File: src/sv/self_keying_add_cipher_unit_macros.svh
// ----------------------------------------------------------------------------
// Assertion macros for the self-keying add cipher unit
// Implication checks clocked on clk and disabled while arst_n is low.
// ----------------------------------------------------------------------------
`ifndef SELF_KEYING_ADD_CIPHER_UNIT_MACROS_SVH
`define SELF_KEYING_ADD_CIPHER_UNIT_MACROS_SVH

`ifndef SYNTHESIS
// same-cycle implication
`define SAKC_ASSERT_IMP(lbl, ante, cons, msg) \
	lbl: assert property (@(posedge clk) disable iff (!arst_n) (ante) |-> (cons)) \
		else $error(msg);
// next-cycle implication
`define SAKC_ASSERT_NXT(lbl, ante, cons, msg) \
	lbl: assert property (@(posedge clk) disable iff (!arst_n) (ante) |=> (cons)) \
		else $error(msg);
`else
`define SAKC_ASSERT_IMP(lbl, ante, cons, msg)
`define SAKC_ASSERT_NXT(lbl, ante, cons, msg)
`endif

`endif

File: src/sv/sakc_pkg.sv
`timescale 1ns / 1ps
// ----------------------------------------------------------------------------
// sakc_pkg
// Shared widths, request codes and register indexes of the cipher unit.
// ----------------------------------------------------------------------------
package sakc_pkg;

	localparam int KEY_MAX    = 64;
	localparam int SLOT_W     = $clog2(KEY_MAX);
	localparam int LEN_W      = 7;
	localparam int BYTE_W     = 8;
	localparam int OP_W       = 2;
	localparam int CFG_IDX_W  = 2;
	localparam int CFG_DATA_W = 7;

	typedef logic [BYTE_W-1:0] byte_t;
	typedef logic [SLOT_W-1:0] slot_t;
	typedef logic [LEN_W-1:0]  len_t;

	typedef enum logic [OP_W-1:0] {
		OP_LOAD    = 2'd0,
		OP_PROCESS = 2'd1,
		OP_START   = 2'd2
	} op_t;

	localparam logic [CFG_IDX_W-1:0] CFG_KEY_LENGTH   = 2'd0;
	localparam logic [CFG_IDX_W-1:0] CFG_DECRYPT_MODE = 2'd1;

	// result and updated key byte of one process request
	typedef struct packed {
		byte_t result;
		byte_t new_key;
	} combine_t;

endpackage

File: src/sv/sakc_combine.sv
`timescale 1ns / 1ps
// ----------------------------------------------------------------------------
// sakc_combine
// Adds or subtracts the key byte and folds the ciphertext back into the key.
// ----------------------------------------------------------------------------
module sakc_combine (
	input  logic             decrypt,
	input  sakc_pkg::byte_t  data,
	input  sakc_pkg::byte_t  key,
	output sakc_pkg::combine_t comb
);
	import sakc_pkg::*;

	byte_t sum;
	byte_t diff;
	byte_t cipher;

	always_comb begin
		sum    = data + key;
		diff   = data - key;
		// ciphertext is the output when encrypting, the input when decrypting
		cipher = decrypt ? data : sum;
		comb.result  = decrypt ? diff : sum;
		comb.new_key = key ^ cipher;
	end

endmodule

File: src/sv/self_keying_add_cipher_unit.sv
`timescale 1ns / 1ps
// ----------------------------------------------------------------------------
// self_keying_add_cipher_unit
// Byte stream cipher with a 64-byte key store that rewrites itself per byte.
// ----------------------------------------------------------------------------
// Channel   Handshake              Payload
// in        in_valid / in_ready    op, key_slot, byte_value
// out       out_valid / out_ready  result_byte
// cfg       cfg_valid / cfg_ready  cfg_index, cfg_data
//
// One request per cycle; a result is loaded at the edge where its request
// leaves the input stage, once the output register is free. The
// key store read is issued on accept and registered; the key write-back of the
// previous request is forwarded on an address match.
// Reset clears the pointer and registers; the key store is not cleared.
// A full output register stalls only process requests in the input stage.
// ----------------------------------------------------------------------------
`include "self_keying_add_cipher_unit_macros.svh"

module self_keying_add_cipher_unit (
	input  logic                              clk,
	input  logic                              arst_n,
	input  logic                              in_valid,
	output logic                              in_ready,
	input  logic [sakc_pkg::OP_W-1:0]         op,
	input  logic [sakc_pkg::SLOT_W-1:0]       key_slot,
	input  logic [sakc_pkg::BYTE_W-1:0]       byte_value,
	output logic                              out_valid,
	input  logic                              out_ready,
	output logic [sakc_pkg::BYTE_W-1:0]       result_byte,
	input  logic                              cfg_valid,
	output logic                              cfg_ready,
	input  logic [sakc_pkg::CFG_IDX_W-1:0]    cfg_index,
	input  logic [sakc_pkg::CFG_DATA_W-1:0]   cfg_data
);
	import sakc_pkg::*;

	byte_t    key_mem [KEY_MAX];

	len_t     key_length_q;
	logic     decrypt_q;
	slot_t    key_pointer_q;

	logic     s1_valid_q;
	op_t      op_s1;
	slot_t    slot_s1;
	slot_t    idx_s1;
	byte_t    data_s1;
	byte_t    key_rd_s1;
	logic     fwd_s1;
	byte_t    fwd_data_s1;

	logic     out_valid_q;
	byte_t    result_q;

	logic     in_fire;
	logic     s1_proc;
	logic     s1_adv;
	len_t     len_eff;
	len_t     ptr_inc;
	slot_t    ptr_next;
	byte_t    key_s1;
	combine_t comb;
	logic     wr_en;
	slot_t    wr_addr;
	byte_t    wr_data;

	assign cfg_ready = 1'b1;

	always_ff @(posedge clk or negedge arst_n) begin
		if (!arst_n) begin
			key_length_q <= len_t'(1);
			decrypt_q    <= 1'b0;
		end else if (cfg_valid) begin
			case (cfg_index)
				CFG_KEY_LENGTH:   key_length_q <= cfg_data[LEN_W-1:0];
				CFG_DECRYPT_MODE: decrypt_q    <= cfg_data[0];
				default: ;
			endcase
		end
	end

	// stage control
	always_comb begin
		s1_proc  = s1_valid_q && (op_s1 == OP_PROCESS);
		s1_adv   = s1_valid_q && (!s1_proc || !out_valid_q || out_ready);
		in_ready = !s1_valid_q || s1_adv;
		in_fire  = in_valid && in_ready;
	end

	// pointer advance, decided at accept
	always_comb begin
		len_eff = key_length_q;
		if (key_length_q == '0)
			len_eff = len_t'(1);
		else if (key_length_q > len_t'(KEY_MAX))
			len_eff = len_t'(KEY_MAX);
		ptr_inc  = {1'b0, key_pointer_q} + len_t'(1);
		ptr_next = (ptr_inc >= len_eff) ? '0 : ptr_inc[SLOT_W-1:0];
	end

	always_ff @(posedge clk or negedge arst_n) begin
		if (!arst_n) begin
			key_pointer_q <= '0;
		end else if (in_fire) begin
			case (op)
				OP_LOAD, OP_START: key_pointer_q <= '0;
				OP_PROCESS:        key_pointer_q <= ptr_next;
				default: ;
			endcase
		end
	end

	always_ff @(posedge clk or negedge arst_n) begin
		if (!arst_n)
			s1_valid_q <= 1'b0;
		else if (in_fire)
			s1_valid_q <= 1'b1;
		else if (s1_adv)
			s1_valid_q <= 1'b0;
	end

	always_ff @(posedge clk) begin
		if (in_fire) begin
			op_s1       <= op_t'(op);
			slot_s1     <= key_slot;
			idx_s1      <= key_pointer_q;
			data_s1     <= byte_value;
			// the write-back landing this edge is not seen by the read
			fwd_s1      <= wr_en && (wr_addr == key_pointer_q);
			fwd_data_s1 <= wr_data;
		end
	end

	// key store: read on accept, write when the request leaves stage 1
	always_ff @(posedge clk) begin
		if (in_fire)
			key_rd_s1 <= key_mem[key_pointer_q];
	end

	always_ff @(posedge clk) begin
		if (wr_en)
			key_mem[wr_addr] <= wr_data;
	end

	assign key_s1 = fwd_s1 ? fwd_data_s1 : key_rd_s1;

	sakc_combine u_combine (
		.decrypt (decrypt_q),
		.data    (data_s1),
		.key     (key_s1),
		.comb    (comb)
	);

	always_comb begin
		wr_en   = s1_adv && (op_s1 == OP_LOAD || op_s1 == OP_PROCESS);
		wr_addr = (op_s1 == OP_PROCESS) ? idx_s1 : slot_s1;
		wr_data = (op_s1 == OP_PROCESS) ? comb.new_key : data_s1;
	end

	// output register
	always_ff @(posedge clk or negedge arst_n) begin
		if (!arst_n)
			out_valid_q <= 1'b0;
		else if (s1_adv && s1_proc)
			out_valid_q <= 1'b1;
		else if (out_ready)
			out_valid_q <= 1'b0;
	end

	always_ff @(posedge clk) begin
		if (s1_adv && s1_proc)
			result_q <= comb.result;
	end

	assign out_valid   = out_valid_q;
	assign result_byte = result_q;

	`SAKC_ASSERT_NXT(a_load_rewinds, in_fire && op == OP_LOAD, key_pointer_q == '0, "load did not rewind pointer")
	`SAKC_ASSERT_NXT(a_proc_result, s1_adv && s1_proc, out_valid_q, "process request gave no result")
	`SAKC_ASSERT_IMP(a_fwd_owner, fwd_s1 && !in_fire, s1_valid_q || !$past(in_fire), "forward flag without request")
	`SAKC_ASSERT_IMP(a_empty_ready, !s1_valid_q, in_ready, "empty stage refused a request")

endmodule

File: config.mk
export PLATFORM = sky130hd
export DESIGN_NAME = self_keying_add_cipher_unit
export DESIGN_NICKNAME = d
export VERILOG_FILES = /design/src/sv/sakc_pkg.sv /design/src/sv/sakc_combine.sv /design/src/sv/self_keying_add_cipher_unit.sv
export VERILOG_INCLUDE_DIRS = /design/src /design/src/sv
export SDC_FILE = /design/constraint.sdc
export NUM_CORES = 1
export LEC_CHECK = 0
export BUFFER_PORTS_ARGS = -buffer_cell sky130_fd_sc_hd__buf_2
export CAP_MARGIN = 20
export CORE_UTILIZATION = 54
export CTS_BUF_LIST = sky130_fd_sc_hd__clkbuf_4
export CTS_CLUSTER_SIZE = 14
export DETAILED_ROUTE_END_ITERATION = 7
export PLACE_DENSITY = 0.7
export SYNTH_ARGS = -nofsm -noshare
export SYNTH_HDL_FRONTEND = slang
export SYNTH_SLANG_ARGS = --single-unit
File: constraint.sdc
create_clock -name clk -period 10.01 [get_ports clk]
set_input_delay 1.001 -clock clk [delete_from_list [all_inputs] [get_ports clk]]
set_output_delay 1.001 -clock clk [all_outputs]
set_load 0.01 [all_outputs]
**Word level (Yosys, flattened, before mapping)**

Memory sizes are Yosys's and may differ from the RTL's. A register that Yosys moved wholly into a read port is not among the register bits.
Cells that the tools add are included.

- Add/subtract/negate cells: 3
- Multiply operators: 0
- Divide/modulo/power cells: 0
- Order comparisons: 2
- Eq/ne operators: 5
- Shift-type cells: 0
- Mux-type cells: 15
- Bitwise operators: 1
- Reductions and logical operators: 24

Operators with widths:

| operator | number |
|---|---|
| 2-to-1 mux 8 bit | 4 |
| 2-to-1 mux 7 bit | 2 |
| 2-to-1 mux 6 bit | 2 |
| one-hot mux 6 bit (2 select lines) | 1 |
| adder 8 bit | 1 |
| subtractor 8 bit | 1 |
| XOR 8 bit | 1 |
| adder 6 x 1 -> 7 bit (second input constant) | 1 |
| >= comparator 7 bit | 1 |
| greater-than comparator 7 bit (second input constant) | 1 |
| logical NOT 7 bit | 1 |
| equality test 2 x 1 -> 1 bit (second input constant) | 3 |
| equality test 6 bit | 1 |
| logical AND 1 bit | 6 |
| logical NOT 2 bit | 3 |
| 2-to-1 mux 1 bit | 6 |
| AND reduction 2 bit | 3 |
| nonzero test 2 bit | 3 |
| logical OR 1 bit | 4 |
| logical NOT 1 bit | 3 |
| equality test 2 bit (second input constant) | 1 |
| OR reduction 2 bit | 1 |

- Register bits after elaboration: 55
- Latch bits: 0
- Bits in writable memories: 512
- Memory bits (read-only): 0
- Output and inout port bits: 11
- Word-level logic and storage cells: 63
- Memories: 1

Memory list:

| memory | words | bits a word | read ports | clocked after Yosys merged registers in | write ports | RTL line | RTL |
|---|---|---|---|---|---|---|---|
| key_mem | 64 | 8 | 1 | 1 | 1 | self_keying_add_cipher_unit.sv:38 | `byte_t key_mem [KEY_MAX];` |

**Depth between registers and ports, before layout**

- Depth after elaboration: 9
- Depth in mapped cells: 14
- Depth with buffers taken out: 11

**Cells and area by module**

Synthesis repeated with hierarchy kept, for this count alone.

- Cells, all modules: 1313
- Area total of the unflattened synthesis: 23830.4 um^2

Modules (own cells, without submodules):

| module | instances | cells an instance | area an instance (um^2) | sequential area each (um^2) |
|---|---|---|---|---|
| self_keying_add_cipher_unit | 1 | 1199 | 22889.5 | 17187.7 |
| sakc_combine | 1 | 114 | 940.9 | 0.0 |

**Least setup slack after synthesis**

No wires, ideal clock.

- Path kind: flip-flop to flip-flop
- Start: reg fwd_s1
- End: reg fwd_data_s1[3] (data pin)
- Library setup time: 0.709 ns
- Arrival: 4.488 ns
- Required time: 9.301 ns
- Setup slack: 4.812 ns
- Stages on the path, launching flop included: 10
- Path buffers: 1
- Clock period less this slack: 5.198 ns
- Path through: edfxtp_1 > clkbuf_1 > mux2_2 > ha_1 > nor2b_1 > o21a_1 > nor2_1 > xnor2_1 > o21ai_0 > o21ai_0

- Word-level cells in the longest chain between the ends: 5

Ends and longest elaborated chain:

| what | RTL line | RTL |
|---|---|---|
| start: declaration | self_keying_add_cipher_unit.sv:50 | `logic fwd_s1;` |
| start signal: assignment | self_keying_add_cipher_unit.sv:130 | `fwd_s1 <= wr_en && (wr_addr == key_pointer_q);` |
| 2-to-1 mux 8 bit (*) | self_keying_add_cipher_unit.sv:146 | `assign key_s1 = fwd_s1 ? fwd_data_s1 : key_rd_s1;` |
| adder 8 bit | sakc_combine.sv:19 | `sum = data + key;` |
| 2-to-1 mux 8 bit | sakc_combine.sv:22 | `cipher = decrypt ? data : sum;` |
| XOR 8 bit (*) | sakc_combine.sv:24 | `comb.new_key = key ^ cipher;` |
| 2-to-1 mux 8 bit (*) | self_keying_add_cipher_unit.sv:158 | `wr_data = (op_s1 == OP_PROCESS) ? comb.new_key : data_s1;` |
| net wr_data[3] | self_keying_add_cipher_unit.sv:66 | `byte_t wr_data;` |
| end signal: assignment | self_keying_add_cipher_unit.sv:131 | `fwd_data_s1 <= wr_data;` |
| end: declaration | self_keying_add_cipher_unit.sv:51 | `byte_t fwd_data_s1;` |

The timed path passes the listed nets; every way through them passes the cells marked *.
A chain may end at the register's enable or synchronous reset.

==> results.md <==
- Status: finished, final reports clean
- Tcrit/Tclk final: between 30% and 40%
- Row cnt: 76
- Worst path slowest cell: dfrtp_4
- Max H-tree Level: 4
- Share of cells above drive strength 1: between 20% and 30%
- Final Slew Violations: 0
- Final WS setup: around 6200 ps
- Placed Instance Area: about 0.024 mm^2
- Clk_lat worst skew: roughly 950 ps
- DP Worst Slack: around 6300 ps
- Area leader, netlist: edfxtp_1
- Syn Std Cell Area: about 0.024 mm^2
- Synthesized area per cell: 18.48 um^2
- WP buf/inv: 1
- Ys flop type: edfxtp_1
- Setup Crit Path Kind: reg -> reg
- P_leak: about 8.5 nW
- Async SR Flop Fraction: approximately 2.8%
- Clk sinks: 575
- Max_cap viols: 0
- GP Congestion: a little over 0.8
- Unrepaired setup endpoints after global routing: no
- Crit-path max FO: approximately 120
- Least-Margin Pin Slew: between 1000 and 1500 ps
- Worst-path cell chain: buf_12 -> mux4_2 -> mux4_2 -> a21oi_1 -> o211ai_1
- Fin util: between 60% and 70%
- Post-Route Setup TNS: 0 ps
- Setup Skew: about 55 ps
- Die Height: ~210 um
- Fmax: roughly 0.26 GHz
- Die area: approximately 0.045 mm^2
- Maximum vdd drop: 0.1295 mV
- Final setup viols: 0
- First-pass GRT wire length: between 70 and 80 mm
- CTS Root Cell: clkbuf_4
- Post-CTS setup buffers: 0
- Max-slew headroom: between 20% and 30%
- Synth unique cells: between 50 and 60
- Initial Util: 54.85%
- Clock-pin slew on the worst setup and hold paths: about 70 ps
- Core Box Area: 0.04317 mm^2
- Required time of the critical path: 10660 ps
- DRT iter0 DRCs: 1257
- Delay-heaviest family, CP: multiplexers
- Gr ovfl total: 0
- Gates resized, CTS repair: 0
- Synth warnings: 0
- Crit start category: flip-flop
- Top-area cell type share of the netlist area: 70.89%
- Vias in the first global route: about 13000
- Post-layout minimum cycle time: 3790 ps
- Post-synth top cells: edfxtp_1 (559), mux4_2 (106), nor2_1 (82)
- Drt pass-1 iters: 5
- Post-Syn Nets: around 1300
- EDFF count, synth: 559
- Die X: 211.4 um
- Fill count: roughly 3200
- Final antenna-violating net count: 0
- Critical path data arrival time: 4440 ps
- Initial antenna violation count: 1
- Pwr dens: 203.0 mW/mm^2
- Vias per Instance: 5.868
- Port Buf Inserts: 39
- IO Count: 41
- Clock Path Buffers: 3
- Routed WL: a little under 50 mm
- Path category of the worst min-delay check: in -> reg
- Via count: between 10000 and 15000
- Layout area overhead: 11.10%
- Max incr delay on CP: approximately 1100 ps
- CTS Buf Count: 148
- Avg WL per Cell: approximately 23 um
- Pin count of the biggest net entering global routing: between 100 and 150
- Final Cell Area: around 0.026 mm^2
- Register area: roughly 0.017 mm^2
- Top-count cell post-synth: edfxtp_1
- NumNets Final: 1477
- Crit path top cell by count: mux4_2
- DRC viols: 0
- Total GRT Usage: 23.21%
- Post-Synthesis Cells: 1281
- Final hold violation count: 0
- Area taken by multi-input logic gates: slightly above 0.006 mm^2
- Hpwl dp: approximately 30 mm
- Critical path endpoint category: flip-flop
- #FFs+latches synth: between 500 and 600
- Seq/Total Area, Yosys: 72.59%
- Synth top area cells: edfxtp_1 (71%), mux4_2 (10%), mux2i_1 (3.3%)
- CTS tree: built
-- flip-flops by register name, summed over array words and instances, names as in the netlist --
signal	count
decrypt_q	1
key_mem	512
key_pointer_q	6
s1_valid_q	1
op_s1	2
data_s1	8
key_length_q	7
result_byte	8
fwd_s1	1
key_rd_s1	8
slot_s1	6
out_valid	1
idx_s1	6
fwd_data_s1	8
-- cells by family (layout without fill, tap and decap cells) --
group / Yosys count / in the layout / synth area share [%]
adder cells (fa/ha/maj): 24 / 24 / 1.332
XOR/XNOR: 26 / 26 / 0.9617
multiplexers: 199 / 199 / 14.09
AO/OA/AOI/OAI: 165 / 165 / 4.988
buffers and inverters: 88 / 331 / 2.087
flip-flops: 575 / 575 / 72.59
AND/OR/NAND/NOR: 203 / 203 / 3.932
other: 1 / 2 / 0.01584
-- placed cells by master, fill, tap and decap left out, types with 24 or more instances in the layout --
master and n:
nor2_1 81, clkbuf_4 205, clkinv_1 26, buf_2 40
o21ai_0 25, nand2_1 54, mux4_2 106, a221oi_1 24
a21oi_1 30, edfxtp_1 559, mux2i_1 78
-- worst register-to-register path: stages, from the launching register on --
cell and delay, ps:
dfrtp_4 1060, buf_12 780, mux4_2 790, mux4_2 540
a21oi_1 190, o211ai_1 110
-- per-layer routing --
metal,vias to the layer above,wire length [um],track usage [%]
li1,5559,-,-
met1,6249,20950,31.63
met3,79,3594,6.720
met4,0,1316,10.19
met2,495,23420,35.05
met5,-,0,0
-- power breakdown --
| part | total (W) | internal, W | switching, W |
|---|---|---|---|
| sequential | 0.00281 | 0.00276 | 0.0000512 |
| clock | 0.00196 | 0.00105 | 0.000913 |
| combinational | 0.000566 | 0.000236 | 0.000330 |
| total | 0.00534 | 0.00405 | 0.00129 |
-- area by class of cell --
type,count,share of cell area (%)
Sequential cell,575,65.37
Multi-Input combinational cell,618,23.17
Clock buffer,205,5.850
Tap cell,585,2.783
Timing Repair Buffer,58,1.332
Clock inverter,46,1.170
Inverter,22,0.3139
Antenna cell,1,0.009513
-- per-stage QoR --
| stage | total power (W) | std cells | hold WS [ps] |
|---|---|---|---|
| global route | 0.005574 | 2110 | 146.1 |
| finish | 0.005339 | 2110 | 248.5 |
| floorplan | 0.003280 | 1281 | 419.6 |
| CTS | 0.005409 | 2108 | 98.02 |
| global placement | 0.003422 | 1856 | 489.2 |
| detailed placement | 0.003436 | 1856 | 494.8 |
-- worst paths after layout --
path                                                 to  slack (ps)  cells after the start                         start
hold / removal                     data_s1[2]$_DFFE_PP_         250                      1                 byte_value[2]
setup reg to reg                 key_rd_s1[2]$_DFFE_PP_        6220                      5  key_pointer_q[0]$_DFFE_PN0P_
max in group asynchronous   key_length_q[0]$_DFFE_PN1P_        9190                      2                        arst_n
setup / recovery                 key_rd_s1[2]$_DFFE_PP_        6220                      5  key_pointer_q[0]$_DFFE_PN0P_
min in group asynchronous  key_pointer_q[3]$_DFFE_PN0P_         480                      2                        arst_n
hold reg to reg                   out_valid$_DFFE_PN0P_         510                      2         out_valid$_DFFE_PN0P_
-- timing repair --
item	in CTS	in global routing
endpoints found under the hold margin	15	0
setup endpoints to repair	0	0
hold buffers	1	0
Power figures use the tool's default switching activity.
